**config.mk**
```make
export PLATFORM = sky130hd
export DESIGN_NAME = segisect_sign
export DESIGN_NICKNAME = d
export VERILOG_FILES = /design/src/rtl/core/segisect_pkg.sv /design/src/rtl/core/segisect_sign.sv
export SDC_FILE = /design/constraint.sdc
export NUM_CORES = 1
export LEC_CHECK = 0
export ABC_CLOCK_PERIOD_IN_PS = 2900
export BUFFER_PORTS_ARGS = -buffer_cell sky130_fd_sc_hd__buf_2
export CORE_AREA = 2 2 332 334
export DETAILED_ROUTE_END_ITERATION = 10
export DIE_AREA = 0 0 334 336
export GPL_TIMING_DRIVEN = 1
export PLACE_DENSITY = 0.58
export SYNTH_ARGS = -nofsm -noshare
export SYNTH_HDL_FRONTEND = slang
export SYNTH_SLANG_ARGS = --single-unit
```
**constraint.sdc**
```tcl
create_clock -name clk -period 2.9 [get_ports clk]
set_input_delay 0.29 -clock clk [delete_from_list [all_inputs] [get_ports clk]]
set_output_delay 0.29 -clock clk [all_outputs]
set_load 0.05 [all_outputs]
```
**src/rtl/core/segisect_pkg.sv**
```systemverilog
// Shared types and constants for the segment intersection classifier.
// No dependencies; compiled first.
`timescale 1ns / 1ps

package segisect_pkg;

    // Result codes
    localparam logic [1:0] HIT_NONE  = 2'd0;
    localparam logic [1:0] HIT_POINT = 2'd1;
    localparam logic [1:0] HIT_MANY  = 2'd2;

    // Product-pair terms: each is p0 -/+ p1 of two products
    localparam int NUM_TERMS = 12;
    localparam int T_C1  = 0;   // cross dirA x (b_end - a_start)
    localparam int T_C2  = 1;   // cross dirA x (b_start - a_start)
    localparam int T_C3  = 2;   // cross dirB x (a_end - b_start)
    localparam int T_C4  = 3;   // cross dirB x (a_start - b_start)
    localparam int T_DJ1 = 4;   // disjoint dot tests
    localparam int T_DJ2 = 5;
    localparam int T_DJ3 = 6;
    localparam int T_DJ4 = 7;
    localparam int T_EP1 = 8;   // shared-endpoint dot tests
    localparam int T_EP2 = 9;
    localparam int T_EP3 = 10;
    localparam int T_EP4 = 11;

    // Bit set: term is a difference (cross), clear: sum (dot)
    localparam logic [NUM_TERMS-1:0] TERM_SUB = 12'h00F;

    typedef struct packed {
        logic pos;
        logic neg;
    } sgn_t;

    typedef struct packed {
        logic a1b1;
        logic a1b2;
        logic a2b1;
        logic a2b2;
    } eq_flags_t;

endpackage

```
**src/rtl/core/segisect_sign.sv**
```systemverilog
// Stage 3: combine each product pair and keep only the sign of the result.
// Depends on segisect_pkg.
`timescale 1ns / 1ps

module segisect_sign #(
    parameter int COORD_BITS = 16
) (
    input  logic                                clk,
    input  logic                                rst_n,
    input  logic                                in_valid,
    output logic                                in_ready,
    input  logic signed [2*COORD_BITS+1:0]      prod0 [segisect_pkg::NUM_TERMS],
    input  logic signed [2*COORD_BITS+1:0]      prod1 [segisect_pkg::NUM_TERMS],
    input  segisect_pkg::eq_flags_t             in_eq,
    output logic                                out_valid,
    input  logic                                out_ready,
    output segisect_pkg::sgn_t                  sgn [segisect_pkg::NUM_TERMS],
    output segisect_pkg::eq_flags_t             out_eq
);
    localparam int P = 2 * COORD_BITS + 2;
    localparam int S = P + 1;

    logic signed [S-1:0]     sum  [segisect_pkg::NUM_TERMS];
    segisect_pkg::sgn_t      sgn_next [segisect_pkg::NUM_TERMS];
    segisect_pkg::sgn_t      sgn_reg  [segisect_pkg::NUM_TERMS];
    segisect_pkg::eq_flags_t eq_reg;
    logic                    valid_reg;

    always_comb
    begin
        for (int k = 0; k < segisect_pkg::NUM_TERMS; k++)
        begin
            if (segisect_pkg::TERM_SUB[k])
                sum[k] = $signed({prod0[k][P-1], prod0[k]})
                       - $signed({prod1[k][P-1], prod1[k]});
            else
                sum[k] = $signed({prod0[k][P-1], prod0[k]})
                       + $signed({prod1[k][P-1], prod1[k]});
            sgn_next[k].neg = sum[k][S-1];
            sgn_next[k].pos = !sum[k][S-1] && (|sum[k]);
        end
    end

    assign in_ready = !valid_reg || out_ready;

    always_ff @(posedge clk or negedge rst_n)
    begin
        if (!rst_n)
            valid_reg <= 1'b0;
        else if (in_ready)
            valid_reg <= in_valid;
    end

    always_ff @(posedge clk)
    begin
        if (in_valid && in_ready)
        begin
            sgn_reg <= sgn_next;
            eq_reg  <= in_eq;
        end
    end

    assign out_valid = valid_reg;
    assign sgn       = sgn_reg;
    assign out_eq    = eq_reg;

endmodule

```
==> results_dict.tcl, run 1 <==
set metrics [dict create \
    drtPass1Iterations 5 \
    cts_tree "yes" \
    ys_seq_area_share_pct 3.08 \
    grt_use_total_pct 23.9 \
    path_class "primary input to flip-flop" \
    max_freq_mhz 299 \
    p_sw_uw 5620 \
    syn_nets 5424 \
    worstPathArrival_ns 3.46 \
    ys_ff_latch 29 \
    hold_viol 0 \
    numClockSinks 29 \
    end_kind "flip-flop" \
    holdWs_ns 0.108 \
    postSynthAreaPerCell_um2 6.73 \
    grt_pass1_wl_um 215000 \
    synth_edf_count 28 \
    clock_path_buffers 2 \
    synth_area_mm2 0.0281 \
    viasPerCell 5.35 \
    power.internal_uw 5760 \
    synthTopCellsByArea "ha_1 (18%), a21oi_1 (7.5%), o21ai_0 (4.4%), nand2_1 (4.4%), inv_1 (4.3%)" \
    maxSlewViolCount 0 \
    clk_latency_ns 0.35 \
    nNetsFinal 7419 \
    wl_um 143000 \
    num_vias 40740 \
    yosys_warnings 0 \
    synth_top_area_share_pct 18.1 \
    ir_drop_uv 221 \
    final_common_cell "buf_4" \
    dp_hpwl_um 125000 \
    hp-class "primary input to flip-flop" \
    switching_share_pct 49.4 \
    cts_buffers 5 \
    area_delta_synth_final_pct 61.5 \
    syn_inst 4180 \
    setup_ws_ns -0.441 \
    grt_max_degree 29 \
    grt_pass1_vias 39478 \
    start_util_pct 26.0 \
    p_per_area_mw_per_mm2 250 \
    drc 0 \
    htreeDepth 2 \
    final-setup-viol-count 12 \
    crit_fanout 2 \
    pre_cts_ws_ns -1.06 \
    routedWlPerCell_um 18.7 \
    combPwrFrac_pct 88.9 \
    antenna_found_initial 59 \
    chipHeight_um 336 \
    status "finished, violations left" \
    core_mm2 0.108 \
    clkTransAtPathRegs_ns 0.09 \
    die_w_um 334 \
    violations "setup timing" \
    total_leakage_power_uw 0.0221 \
    async_reset_ff_share_pct 3.45 \
    cp.required_ns 3.02 \
    ys_types 111 \
    min_period_ns 3.34 \
    netlist.top_cell.by_area "ha_1" \
    drtIter0Drc 2866 \
    synth_ff_type "edfxtp_1" \
    maxSlewHeadroom_pct 38.0 \
    core.rowCount 121 \
    final_cell_mix "buf_4 (1300), buf_2 (837), a21oi_1 (386)" \
    largest_reg_flops 24 \
    antenna_left 0 \
    crit_path_start_kind "primary input" \
    rsz0062_at_grt "true" \
    cts_root_buf "clkbuf_16" \
    cap_violations 0 \
    finClkSkew_ns 0.0138 \
    worst_pin_slew_ns 0.931 \
    grt_overflow 0 \
    port_buffers 853 \
    clockPowerShare_pct 6.5 \
    fillers 11363 \
    dieArea_mm2 0.112 \
    period_share_pct 115 \
    globalplace.congestion 0.964 \
    io_pins 854 \
    seqPwrFrac_pct 4.6 \
    drive_above_1_share_pct 40.6 \
]
==> routing by layer <==
layer / GRT usage [%] / wire, um / up-vias
met4: 7.16 / 4210 / 58
met5: 0 / 375 / -
met3: 5.00 / 11100 / 261
met1: 29.7 / 59700 / 19024
met2: 41.3 / 67400 / 1447
li1: - / - / 19950
==> stage by stage <==
stage | TNS, ns | total power, uW | instances | utilization [%] | area (um2)
after floorplan | -1.80 | 5630 | 4180 | - | 28700
after global placement | -12.53 | 9940 | 7554 | 40.2 | 43600
after detailed placement | -13.51 | 10000 | 7554 | 40.2 | 43600
after CTS | -1.86 | 11100 | 7578 | 41.0 | 44500
after global routing | -4.00 | 12300 | 7597 | 41.9 | 45400
final | -2.31 | 11400 | 7610 | 41.9 | 45500
==> final cells by class <==
cell class | instances | area, um2 | area share (%)
multi-input cells | 3655 | 27200 | 59.7
diodes | 20 | 50.0 | 0.110
inverters | 325 | 1250 | 2.75
flip-flops and latches | 29 | 866 | 1.90
clock buffers | 8 | 146 | 0.322
well taps | 1414 | 1770 | 3.89
repair buffers | 2159 | 14200 | 31.3
==> cells by family after synthesis <==
kind of cell / Yosys count / synth area share [%]
AO/OA/AOI/OAI: 1563 / 37.4
XOR/XNOR: 159 / 5.01
adder cells (fa/ha/maj): 420 / 19.0
buffers and inverters: 496 / 6.90
flip-flops: 29 / 3.08
multiplexers: 59 / 2.16
AND/OR/NAND/NOR: 1454 / 26.5
==> cell usage after synthesis (20+ instances only) <==
library cell  number
inv_1            324
o21bai_1          44
o22ai_1           28
a21oi_1          420
o211ai_1          61
o21ai_0          250
nor3_1           108
nand4_1           96
nand3_1          128
nor4_1            55
o21a_1            80
and3_1            57
o31ai_1           28
nor2b_1           53
a31oi_1           76
xnor2_1           94
nand2_1          332
nor2_1           314
clkbuf_1         154
mux2i_1           45
edfxtp_1          28
and2_1            31
ha_1             408
xor2_1            64
nand2b_1          79
or3_1             47
a311oi_1          20
nor3b_1           31
a21o_1           139
a211oi_1          67
a2111oi_0         37
o2111ai_1         41
==> path summary, 6_finish.rpt <==
path | start | to | slack (ns) | cells past startpoint
max in group asynchronous | rst_n | out_valid$_DFFE_PN0N_ | 2.56 | 2
hold reg to reg | out_valid$_DFFE_PN0N_ | out_valid$_DFFE_PN0N_ | 0.56 | 2
setup / recovery | prod0[374] | sgn[23]$_DFFE_PP_ | -0.44 | 16
min in group asynchronous | rst_n | out_valid$_DFFE_PN0N_ | 0.26 | 2
setup reg to reg | out_valid$_DFFE_PN0N_ | out_eq[1]$_DFFE_PP_ | 1.19 | 2
hold / removal | in_eq[2] | out_eq[2]$_DFFE_PP_ | 0.11 | 1
==> worst max-delay path, cell delays in order <==
cell and delay, ns:
buf_8 0.11, inv_12 0.04, ha_4 0.12, inv_2 0.03
fa_2 0.33, a21o_1 0.20, buf_4 0.15, or4b_1 0.48
a21oi_2 0.15, a211oi_1 0.08, a2111oi_2 0.29, and4b_1 0.23
o2111ai_1 0.14, or4_4 0.52, nor4_2 0.22, nor2_1 0.06
==> power groups by stage <==
stage	Sequential (uW)	Clock, uW	Combinational, uW
global route	525	789	11000
detailed placement	532	0	9470
CTS	523	808	9720
global placement	532	0	9410
floorplan	639	0	5000
finish	521	737	10100
==> timing repair <==
item                                    in CTS  in global routing
pin swaps                                   81                 94
buffers inserted                            15                 12
hold endpoints to repair                     1                  0
gates resized for setup                    132                177
hold buffers                                 1                  0
endpoints found under the setup margin      16                 20
(Power assumes the default switching activity.)
==> run 2, diff against run 1 <==
CTS_BUF_LIST = sky130_fd_sc_hd__clkbuf_2   (was not set)
TNS_END_PERCENT = 100   (was not set)
==> run 2 against run 1 <==
- the flow still finishes with violations (setup timing)
- cell count up 0.24%
- global-route usage down 0.15 points
- combinational power about the same
- hold slack better by 0.032 ns
- final area down 2.0%
==> results_dict.tcl, run 2 (synthesis gave the netlist of run 1 again) <==
set metrics [dict create \
    status "finished, violations left" \
    violations "setup timing" \
    fin_area_mm2 0.0446 \
    cts_tree "yes" \
    period_share_pct 104 \
    r2r_cells 2 \
    crit_path_cell_trace "buf_6 -> inv_4 -> ha_4 -> inv_2 -> fa_2 -> a21o_1 -> a211o_1 -> a211o_1 -> a2111oi_4 -> o31ai_2 -> mux2i_1 -> nor4_1 -> nand4_1 -> nor4_2 -> a31oi_1" \
    final_cell_mix "buf_4 (1281), buf_2 (850), a21oi_1 (406)" \
    holdPathStages 5 \
    io_pins 854 \
    switching_share_pct 50.4 \
    crit_fanout 3 \
    num_vias 40534 \
    clk_latency_ns 0.74 \
    clkTransAtPathRegs_ns 0.41 \
    grt_pass1_vias 39269 \
    slowest_stage "a2111oi_4" \
    cts_root_buf "clkbuf_2" \
    wl_um 141000 \
    fin_cells 7628 \
    area_delta_synth_final_pct 58.3 \
    rsz0062_at_grt "true" \
    drtIter0Drc 2652 \
    maxSlewHeadroom_pct 36.7 \
    grt_use_total_pct 23.8 \
    max_freq_mhz 333 \
    die_w_um 334 \
    crit_path_start_kind "primary input" \
    finClkSkew_ns 0.0817 \
    total_leakage_power_uw 0.0220 \
    crit_path_frequent_cell "a211o_1" \
    start_util_pct 26.0 \
    p_per_area_mw_per_mm2 242 \
    min_period_ns 3.01 \
    dpl_cell_area_mm2 0.0436 \
    worst_pin_slew_ns 0.925 \
    combPwrFrac_pct 91.2 \
    fillers 11484 \
    grt_pass1_wl_um 213000 \
    clockPowerShare_pct 4.0 \
    worstPathArrival_ns 3.46 \
    clock_path_buffers 2 \
    seqPwrFrac_pct 4.8 \
    grt_overflow 0 \
    nNetsFinal 7434 \
    viasPerCell 5.31 \
    p_sw_uw 5440 \
    cap_violations 0 \
    chipHeight_um 336 \
    largest_reg_flops 24 \
    htreeDepth 2 \
    hp-class "primary input to flip-flop" \
    hold_viol 0 \
    drc 0 \
    power.internal_uw 5360 \
    final-setup-viol-count 2 \
    drive_above_1_share_pct 38.1 \
    ir_drop_uv 157 \
    antenna_left 0 \
    drtPass1Iterations 6 \
    cts_buffers 5 \
    path_class "primary input to flip-flop" \
    grt_max_degree 29 \
    dieArea_mm2 0.112 \
    globalplace.congestion 0.964 \
    port_buffers 853 \
    routedWlPerCell_um 18.5 \
    cp.required_ns 3.35 \
    dp.cells 7554 \
    numClockSinks 29 \
    maxSlewViolCount 0 \
    setup_ws_ns -0.106 \
    final_common_cell "buf_4" \
    core_mm2 0.108 \
    end_kind "flip-flop" \
    core.rowCount 121 \
    dp_hpwl_um 125000 \
    max_stage_delay_ns 0.46 \
    antenna_found_initial 63 \
]
## run 2: changes by cell type in the layout (fill, tap and decap cells not counted), sizes merged
cell         delta
dlygate4sd3    +36
buf            -21
diode           +3
clkbuf          -1
clkinv          +1
## run 2: worst max-delay path: cells and delay by family
family | cells | cell delay [ns]
adder cells (fa/ha/maj) | 2 | 0.48
multiplexers | 1 | 0.16
AO/OA/AOI/OAI | 6 | 1.62
AND/OR/NAND/NOR | 3 | 0.73
buffers and inverters | 3 | 0.18
## run 2: worst paths after layout
kind / startpoint / end / slack [ns]
setup / recovery: prod0[306] / sgn[19]$_DFFE_PP_ / -0.11
hold / removal: prod1[305] / sgn[17]$_DFFE_PP_ / 0.14
setup reg to reg: out_valid$_DFFE_PN0N_ / out_eq[1]$_DFFE_PP_ / 1.11
hold reg to reg: out_valid$_DFFE_PN0N_ / out_valid$_DFFE_PN0N_ / 1.15
max in group asynchronous: rst_n / out_valid$_DFFE_PN0N_ / 2.49
min in group asynchronous: rst_n / out_valid$_DFFE_PN0N_ / 0.31
## run 2: area by class of cell
type                       count  area, um2  share of cell area [%]
multi-input combinational   3655      26200                    58.9
timing repair buffer        2174      14300                    32.2
tap                         1414       1770                    3.97
inverter                     325       1250                    2.80
sequential                    29        866                    1.94
antenna                       23       57.6                   0.129
clock buffer                   7       35.0                  0.0786
clock inverter                 1       3.75                 0.00843
## run 2: layer usage
layer	vias up	share of wire, %	track usage, %
met1	18837	43	29.5
li1	20007	-	-
met3	244	7.4	5.25
met2	1390	47	40.8
met4	56	2.8	7.22
met5	-	0.26	0
## run 2: timing repair
item / CTS / global route
endpoints found under the setup margin: 1 / 17
setup buffers: 0 / 6
hold buffers: 37 / 0
gates resized for setup: 2 / 91
endpoints found under the hold margin: 25 / 0
pin swaps: 2 / 49
## run 2: through the flow
stage	hold slack, ns	utilization, %	setup slack, ns	power [uW]	setup TNS, ns
after floorplan	-0.00559	-	-0.577	5630	-1.80
after global placement	0.0749	40.2	-1.06	9940	-12.53
after detailed placement	0.0770	40.2	-1.06	10000	-13.51
after CTS	0.00794	40.6	0.00761	10600	0
after global routing	0.0844	41.1	-0.135	11700	-0.195
final	0.139	41.1	-0.106	10800	-0.142
## run 2: power groups by stage
stage	clock network, uW	registers (uW)	logic [uW]
finish	431	521	9840
global route	474	525	10700
CTS	487	523	9590
floorplan	0	639	5000
global placement	0	532	9410
detailed placement	0	532	9470
