## src/rtl/core/segisect_pkg.sv

```systemverilog
// Shared types and constants for the segment intersection classifier.
// No dependencies; compiled first.
`timescale 1ns / 1ps

package segisect_pkg;

    // Result codes
    localparam logic [1:0] HIT_NONE  = 2'd0;
    localparam logic [1:0] HIT_POINT = 2'd1;
    localparam logic [1:0] HIT_MANY  = 2'd2;

    // Product-pair terms: each is p0 -/+ p1 of two products
    localparam int NUM_TERMS = 12;
    localparam int T_C1  = 0;   // cross dirA x (b_end - a_start)
    localparam int T_C2  = 1;   // cross dirA x (b_start - a_start)
    localparam int T_C3  = 2;   // cross dirB x (a_end - b_start)
    localparam int T_C4  = 3;   // cross dirB x (a_start - b_start)
    localparam int T_DJ1 = 4;   // disjoint dot tests
    localparam int T_DJ2 = 5;
    localparam int T_DJ3 = 6;
    localparam int T_DJ4 = 7;
    localparam int T_EP1 = 8;   // shared-endpoint dot tests
    localparam int T_EP2 = 9;
    localparam int T_EP3 = 10;
    localparam int T_EP4 = 11;

    // Bit set: term is a difference (cross), clear: sum (dot)
    localparam logic [NUM_TERMS-1:0] TERM_SUB = 12'h00F;

    typedef struct packed {
        logic pos;
        logic neg;
    } sgn_t;

    typedef struct packed {
        logic a1b1;
        logic a1b2;
        logic a2b1;
        logic a2b2;
    } eq_flags_t;

endpackage

```

## src/rtl/core/segisect_class.sv

```systemverilog
// Stage 4: decision logic from term signs and endpoint equality; output register.
// Depends on segisect_pkg.
`timescale 1ns / 1ps

module segisect_class (
    input  logic                    clk,
    input  logic                    rst_n,
    input  logic                    in_valid,
    output logic                    in_ready,
    input  segisect_pkg::sgn_t      sgn [segisect_pkg::NUM_TERMS],
    input  segisect_pkg::eq_flags_t eq,
    output logic                    out_valid,
    input  logic                    out_ready,
    output logic [1:0]              hit_kind
);
    logic       collinear, disjoint, touch, c12_le0, c34_le0;
    logic [1:0] kind_next, kind_reg;
    logic       valid_reg;

    function automatic logic is_zero(input segisect_pkg::sgn_t s);
        return !s.pos && !s.neg;
    endfunction

    function automatic logic prod_le0(input segisect_pkg::sgn_t p, input segisect_pkg::sgn_t q);
        return !((p.pos && q.pos) || (p.neg && q.neg));
    endfunction

    always_comb
    begin
        collinear = is_zero(sgn[segisect_pkg::T_C1]) && is_zero(sgn[segisect_pkg::T_C2]);
        disjoint  = sgn[segisect_pkg::T_DJ1].pos && sgn[segisect_pkg::T_DJ2].pos
                 && sgn[segisect_pkg::T_DJ3].pos && sgn[segisect_pkg::T_DJ4].pos;
        // shared endpoint with the segments running apart; a_end tests use -dirA
        touch     = (eq.a1b1 && !sgn[segisect_pkg::T_EP1].pos)
                 || (eq.a1b2 && !sgn[segisect_pkg::T_EP2].pos)
                 || (eq.a2b1 && !sgn[segisect_pkg::T_EP3].neg)
                 || (eq.a2b2 && !sgn[segisect_pkg::T_EP4].neg);
        c12_le0   = prod_le0(sgn[segisect_pkg::T_C1], sgn[segisect_pkg::T_C2]);
        c34_le0   = prod_le0(sgn[segisect_pkg::T_C3], sgn[segisect_pkg::T_C4]);

        if (collinear)
        begin
            if (disjoint)
                kind_next = segisect_pkg::HIT_NONE;
            else if (touch)
                kind_next = segisect_pkg::HIT_POINT;
            else
                kind_next = segisect_pkg::HIT_MANY;
        end
        else if (c12_le0 && c34_le0)
            kind_next = segisect_pkg::HIT_POINT;
        else
            kind_next = segisect_pkg::HIT_NONE;
    end

    assign in_ready = !valid_reg || out_ready;

    always_ff @(posedge clk or negedge rst_n)
    begin
        if (!rst_n)
            valid_reg <= 1'b0;
        else if (in_ready)
            valid_reg <= in_valid;
    end

    always_ff @(posedge clk)
    begin
        if (in_valid && in_ready)
            kind_reg <= kind_next;
    end

    assign out_valid = valid_reg;
    assign hit_kind  = kind_reg;

endmodule

```

## config.mk

```make
export PLATFORM = sky130hd
export DESIGN_NAME = segisect_class
export DESIGN_NICKNAME = d
export VERILOG_FILES = /design/src/rtl/core/segisect_pkg.sv /design/src/rtl/core/segisect_class.sv
export SDC_FILE = /design/constraint.sdc
export NUM_CORES = 1
export LEC_CHECK = 0
export BUFFER_PORTS_ARGS = -buffer_cell sky130_fd_sc_hd__clkbuf_2
export CAP_MARGIN = 15
export CORE_AREA = 4 4 41 43
export CTS_CLUSTER_DIAMETER = 30
export DETAILED_ROUTE_END_ITERATION = 12
export DIE_AREA = 0 0 45 47
export HOLD_SLACK_MARGIN = 0.1
export PLACE_DENSITY_LB_ADDON = 0.05
export SLEW_MARGIN = 5
export SYNTH_ARGS = -nofsm -noshare
export SYNTH_HDL_FRONTEND = slang
export SYNTH_SLANG_ARGS = --single-unit
```

## constraint.sdc

```tcl
create_clock -name clk -period 1.3 [get_ports clk]
set_clock_uncertainty 0.2 [all_clocks]
set_input_delay 0.065 -clock clk [delete_from_list [all_inputs] [get_ports clk]]
set_output_delay 0.065 -clock clk [all_outputs]
set_load 0.01 [all_outputs]
```

==> impl_metrics.env, run 1 <==
export IMPL_outcome="complete, no violations"
export IMPL_grt_start_max_net_pins=4
export IMPL_core_um2=1301
export IMPL_cts_resized=0
export IMPL_crit_slowest_cell="dlygate4sd3_1"
export IMPL_die_area_um2=2115
export IMPL_finalPower_mw=0.3675
export IMPL_hp_class="input port to flip-flop"
export IMPL_slowest_delay_ns=0.54
export IMPL_nNetsFinal=91
export IMPL_synth_flop_cell="edfxtp_1"
export IMPL_synth_edf_count=2
export IMPL_cts_sinks=3
export IMPL_hp_start="eq[0]"
export IMPL_fmax_ghz=0.7920
export IMPL_grt_overflow=0
export IMPL_timing_final_max_slew_violations=0
export IMPL_worst_ep_required_time_ns=1.08
export IMPL_r2r_start="out_valid$_DFFE_PN0N_"
export IMPL_synth_common_cells="a22oi_1, edfxtp_1, nand2_1, nand2b_1, nor2b_1"
export IMPL_finalWorstSetupSlack_ns=0.03731
export IMPL_synth_area_um2=215.2
export IMPL_leakage_nw=0.2361
export IMPL_crit_type="input port to flip-flop"
export IMPL_drc=0
export IMPL_worst_setup_path_end_kind="flip-flop"
export IMPL_async_flop_share_pct=33.33
export IMPL_critical_path_cell_chain="dlygate4sd3_1 -> clkbuf_2 -> nand2b_1 -> and2_1"
export IMPL_io_pins=36
export IMPL_routabilityCongestion=0.5675
export IMPL_cts_tree="yes"
export IMPL_num_rows=13
export IMPL_die_height_um=47
export IMPL_cp_start_kind="input port"
export IMPL_cts_buffers=3
export IMPL_hold_end="hit_kind[0]$_DFFE_PP_"
export IMPL_ys_seq_area_share_pct=39.53
export IMPL_period_needed_ns=1.263
export IMPL_p_comb_share_pct=27.1
export IMPL_post_route_util_pct=36.54
export IMPL_drtIter0Drc=1
export IMPL_setup_viol=0
export IMPL_power_density_nw_per_um2=773.0
export IMPL_drtAntennaViolNets=0
export IMPL_syn_to_final_growth_pct=120.9
export IMPL_grt_pass1_wl_um=1021
export IMPL_clkPwrFrac_pct=42.6
export IMPL_reg2reg_slack_ns=0.16
export IMPL_place_ws_ns=0.1164
export IMPL_place_inst=61
export IMPL_cp_max_fo=3
export IMPL_die_width_um=45
export IMPL_clock_latency_ns=0.23
export IMPL_vias=294
export IMPL_gr_usage_all_layers_pct=6.577
export IMPL_fin_cells=73
export IMPL_syn_num_nets=51
export IMPL_seqPwrFrac_pct=30.3
export IMPL_power_switching_share_pct=21.95
export IMPL_clockBufferDepth=2
export IMPL_numPortBuffers=27
export IMPL_hold_violations=0
export IMPL_wire_per_inst_um=8.932
export IMPL_ys_types=14
export IMPL_diodes=0
export IMPL_syn_instance_count=19
export IMPL_slew_headroom_pct=79.99
export IMPL_routed_wl_um=652
export IMPL_ys_top_cells_by_area="edfxtp_1, a2111oi_4, dfrtp_1"
export IMPL_netlist_area_leader_share_pct=27.91
export IMPL_cts_hold_buffers=8
export IMPL_fin_crit_sh_pct=97.13
export IMPL_vdd_ir_drop_max_mv=0.2427
export IMPL_tns_ns=0
export IMPL_synth_seq_cells=3
export IMPL_synth_top_area_cell="edfxtp_1"
export IMPL_routed_via_density=4.027
export IMPL_reg2reg_to="hit_kind[0]$_DFFE_PP_"
export IMPL_cts_clk_slew_worst_paths_ns=0.03
export IMPL_switchingPower_mw=0.08066
export IMPL_r2r_cells=2
export IMPL_worst_pin_slew_ns=0.2976
export IMPL_worstHoldPathCells=3
export IMPL_clock_root_buffer="clkbuf_4"
export IMPL_ctsHtreeMaxLevel=1
export IMPL_post_cts_buffers=0
export IMPL_fillers=133
export IMPL_yosys_warnings=0
export IMPL_grt_antenna_before_repair=0
export IMPL_drive_gt1_share_pct=58.62
export IMPL_drt_first_pass_iters=4
export IMPL_synth_area_per_cell_um2=11.33
export IMPL_p_int_mw=0.2869
export IMPL_rsz0062_at_grt="no"
export IMPL_start_util_pct=16.54
export IMPL_maxCapViolations=0
export IMPL_grt_pass1_vias=294
export IMPL_worstPathArrival_ns=1.04
## worst max-delay path by stage
stage	endpoint	start	depth (start not counted)	slack [ns]
final	hit_kind[0]$_DFFE_PP_	out_ready	4	0.04
after floorplan	hit_kind[0]$_DFFE_PP_	out_valid$_DFFE_PN0N_	2	0.09
after CTS	hit_kind[1]$_SDFFCE_PP0P_	out_ready	4	0.04
after global placement	hit_kind[0]$_DFFE_PP_	eq[1]	4	0.1
after global routing	hit_kind[0]$_DFFE_PP_	out_ready	4	0.004
after detailed placement	hit_kind[0]$_DFFE_PP_	eq[1]	4	0.12
## flip-flops by register name (all words and copies together), names as in the netlist
name,cells
hit_kind,2
out_valid,1
## logic make-up after synthesis
family | synth area share, %
AO/OA/AOI/OAI | 22.68
AND/OR/NAND/NOR | 36.05
buffers and inverters | 1.743
flip-flops | 39.53
## through the flow
stage	instance area [µm²]	hold WS, ns
after floorplan	215.2	-0.4306
after global placement	369.1	-0.3603
after detailed placement	369.1	-0.3592
after CTS	475.5	0.05194
after global routing	475.5	0.06333
final	475.5	0.05533
## cells in the final DEF (no fill, tap or decap), drive strengths merged
master	synthesis	routed
clkbuf	0	31
dlygate4sd3	0	8
nor2b	3	3
nand2b	2	2
a22oi	2	2
nand2	2	2
edfxtp	2	2
and2	1	1
nor4	1	1
inv	1	1
a2111oi	1	1
nand4	1	1
o22ai	1	1
and3	1	1
dfrtp	1	1
## final cells by class
cell class	count	area (µm²)	share of cell area, %
Tap cell	15	18.77	3.947
Clock buffer	4	26.28	5.526
Inverter	1	3.754	0.7895
Sequential cell	3	85.08	17.89
Multi-Input combinational cell	15	126.4	26.58
Timing Repair Buffer	35	215.2	45.26
## worst max-delay path, delay by kind of cell
family	cells	cell delay, ns
buffers and inverters	2	0.64
and+or+nand+nor	2	0.34
## power groups by stage
stage / sequential (mW) / combinational, mW / clock, mW
6_report: 0.111 / 0.0996 / 0.157
5_1_grt: 0.112 / 0.110 / 0.168
4_1_cts: 0.111 / 0.101 / 0.162
3_5_place_dp: 0.113 / 0.0815 / 0
3_3_place_gp: 0.113 / 0.0794 / 0
2_1_floorplan: 0.116 / 0.0303 / 0
## metal layers
| metal | vias up | GRT usage [%] | routed length [µm] |
|---|---|---|---|
| li1 | 150 | - | - |
| met1 | 129 | 5.505 | 190 |
| met2 | 15 | 13.56 | 388 |
| met3 | 0 | 0.7663 | 73 |
| met4 | 0 | 5.263 | 0 |
| met5 | - | 0 | 0 |
(Power assumes the default switching activity.)
==> run 2: changes to the inputs <==
- SETUP_SLACK_MARGIN: unset -> 0.5
==> run 2 against run 1 <==
The flow now finishes with violations (negative hold slack). Fmax up 15%. Critical endpoint is now hit_kind[1]$_SDFFCE_PP0P_. Largest cell class unchanged. Hold slack worse by 0.21 ns. Cell area down 14%. Power shrank 3.1%. Highest routed layer unchanged. Sequential power is essentially flat. Utilization down 5.2 points. Sequential share of layout area is 3.0 points higher. Critical path depth decreased by 2. Final cell count shrank 9.6%. Die area did not move.
==> impl_metrics.env, run 2 (synthesis results as in run 1) <==
export IMPL_cp_num_buf_inv=0
export IMPL_drtIter0Drc=7
export IMPL_period_needed_ns=1.101
export IMPL_violations="negative hold slack"
export IMPL_seqPwrFrac_pct=31.2
export IMPL_slew_headroom_pct=80.56
export IMPL_fin_crit_sh_pct=84.72
export IMPL_cts_hold_buffers=1
export IMPL_tns_ns=0
export IMPL_num_rows=13
export IMPL_cp_top_family="flip-flops"
export IMPL_rsz0062_at_grt="yes"
export IMPL_setup_viol=0
export IMPL_worst_ep_required_time_ns=1.05
export IMPL_die_area_um2=2115
export IMPL_cp_start_kind="flip-flop"
export IMPL_worst_setup_path_end_kind="flip-flop"
export IMPL_slowest_delay_ns=0.36
export IMPL_grt_start_max_net_pins=4
export IMPL_p_comb_share_pct=23.7
export IMPL_crit_slowest_cell="dfrtp_1"
export IMPL_numPortBuffers=27
export IMPL_hold_slack_ns=-0.1503
export IMPL_cts_tree="yes"
export IMPL_power_switching_share_pct=22.73
export IMPL_start_util_pct=16.54
export IMPL_critical_path_cell_chain="nand2b_1 -> and2_4"
export IMPL_cts_sinks=3
export IMPL_power_density_nw_per_um2=873.2
export IMPL_place_inst=61
export IMPL_syn_to_final_growth_pct=89.54
export IMPL_cp_max_fo=3
export IMPL_die_height_um=47
export IMPL_crit_type="flip-flop to flip-flop"
export IMPL_cts_clk_slew_worst_paths_ns=0.04
export IMPL_ctsHtreeMaxLevel=1
export IMPL_vdd_ir_drop_max_mv=0.2418
export IMPL_outcome="finished, violations left"
export IMPL_grt_overflow=0
export IMPL_clockBufferDepth=2
export IMPL_dpl_instance_area_um2=371.6
export IMPL_cts_buffers=3
export IMPL_die_width_um=45
export IMPL_p_int_mw=0.2752
export IMPL_drive_gt1_share_pct=68.63
export IMPL_final_area_um2=407.9
export IMPL_clkPwrFrac_pct=45.1
export IMPL_routed_via_density=3.833
export IMPL_hold_violations=4
export IMPL_clock_root_buffer="clkbuf_4"
export IMPL_routed_wl_um=580
export IMPL_grt_pass1_vias=262
export IMPL_layout_commonest_cell="clkbuf_2"
export IMPL_finalWorstSetupSlack_ns=0.1986
export IMPL_clock_latency_ns=0.23
export IMPL_hp_class="input port to flip-flop"
export IMPL_gr_usage_all_layers_pct=6.101
export IMPL_switchingPower_mw=0.08096
export IMPL_most_common_layout_cells="clkbuf_2, clkbuf_4"
export IMPL_vias=253
export IMPL_timing_final_max_slew_violations=0
export IMPL_place_ws_ns=0.1405
export IMPL_drc=0
export IMPL_diodes=0
export IMPL_drtAntennaViolNets=0
export IMPL_wire_per_inst_um=8.788
export IMPL_fin_cells=66
export IMPL_worstPathArrival_ns=0.85
export IMPL_fmax_ghz=0.9080
export IMPL_worst_pin_slew_ns=0.2892
export IMPL_finalPower_mw=0.3562
export IMPL_drt_first_pass_iters=2
export IMPL_dp_hpwl_um=553.5
export IMPL_largest_reg_flops=2
export IMPL_io_pins=36
export IMPL_leakage_nw=0.2079
export IMPL_routabilityCongestion=0.5729
export IMPL_core_um2=1301
export IMPL_nNetsFinal=84
export IMPL_maxCapViolations=0
export IMPL_grt_pass1_wl_um=890
export IMPL_grt_antenna_before_repair=0
run 2: changes by cell type in the layout (fill, tap and decap cells not counted):
cell,delta
and2_1,-1
dlygate4sd3_1,-7
clkbuf_2,-2
buf_2,+2
and2_4,+1
run 2: final cells by class:
type / count / area, µm²
clock buffers: 4 / 26.28
well taps: 15 / 18.77
flip-flops and latches: 3 / 85.08
fillers: 153 / 893.4
multi-input cells: 15 / 128.9
inverters: 1 / 3.754
repair buffers: 28 / 145.1
run 2: power groups by stage:
| stage | registers [mW] | clock network (mW) | logic [mW] |
|---|---|---|---|
| after floorplan | 0.116 | 0 | 0.0321 |
| after global placement | 0.113 | 0 | 0.0813 |
| after detailed placement | 0.113 | 0 | 0.0835 |
| after CTS | 0.111 | 0.168 | 0.0861 |
| after global routing | 0.111 | 0.176 | 0.0941 |
| final | 0.111 | 0.161 | 0.0845 |
run 2: final timing paths:
kind | cells past startpoint | startpoint | slack [ns] | endpoint
max in group asynchronous | 2 | rst_n | 0.87 | out_valid$_DFFE_PN0N_
min in group asynchronous | 2 | rst_n | -0.06 | out_valid$_DFFE_PN0N_
min reg2reg | 2 | out_valid$_DFFE_PN0N_ | 0.32 | out_valid$_DFFE_PN0N_
max reg2reg | 2 | out_valid$_DFFE_PN0N_ | 0.20 | hit_kind[1]$_SDFFCE_PP0P_
min | 2 | in_valid | -0.15 | out_valid$_DFFE_PN0N_
max | 2 | out_valid$_DFFE_PN0N_ | 0.20 | hit_kind[1]$_SDFFCE_PP0P_
run 2: worst reg2reg max path: stages, from the launching register on:
cell,delay [ns]
dfrtp_1,0.36
nand2b_1,0.10
and2_4,0.16
run 2: metrics by stage:
stage | hold WS (ns) | util (%)
2_1_floorplan | -0.4306 | -
5_1_grt | -0.1399 | 31.35
6_report | -0.1503 | 31.35
3_5_place_dp | -0.3565 | 28.56
4_1_cts | -0.1618 | 31.35
3_3_place_gp | -0.3596 | 28.56
run 2: timing repair:
action / CTS / global route
pin swaps: 1 / 0
endpoints found under the hold margin: 6 / 6
endpoints found under the setup margin: 9 / 9
setup buffers: 0 / 0
resized for setup: 0 / 2
run 2: per-layer routing:
metal	vias to the layer above	wire length (µm)	GRT usage (%)
met5	-	0	0
met4	0	0	7.018
met2	16	323	10.45
li1	135	-	-
met1	102	159	5.275
met3	0	97	1.916
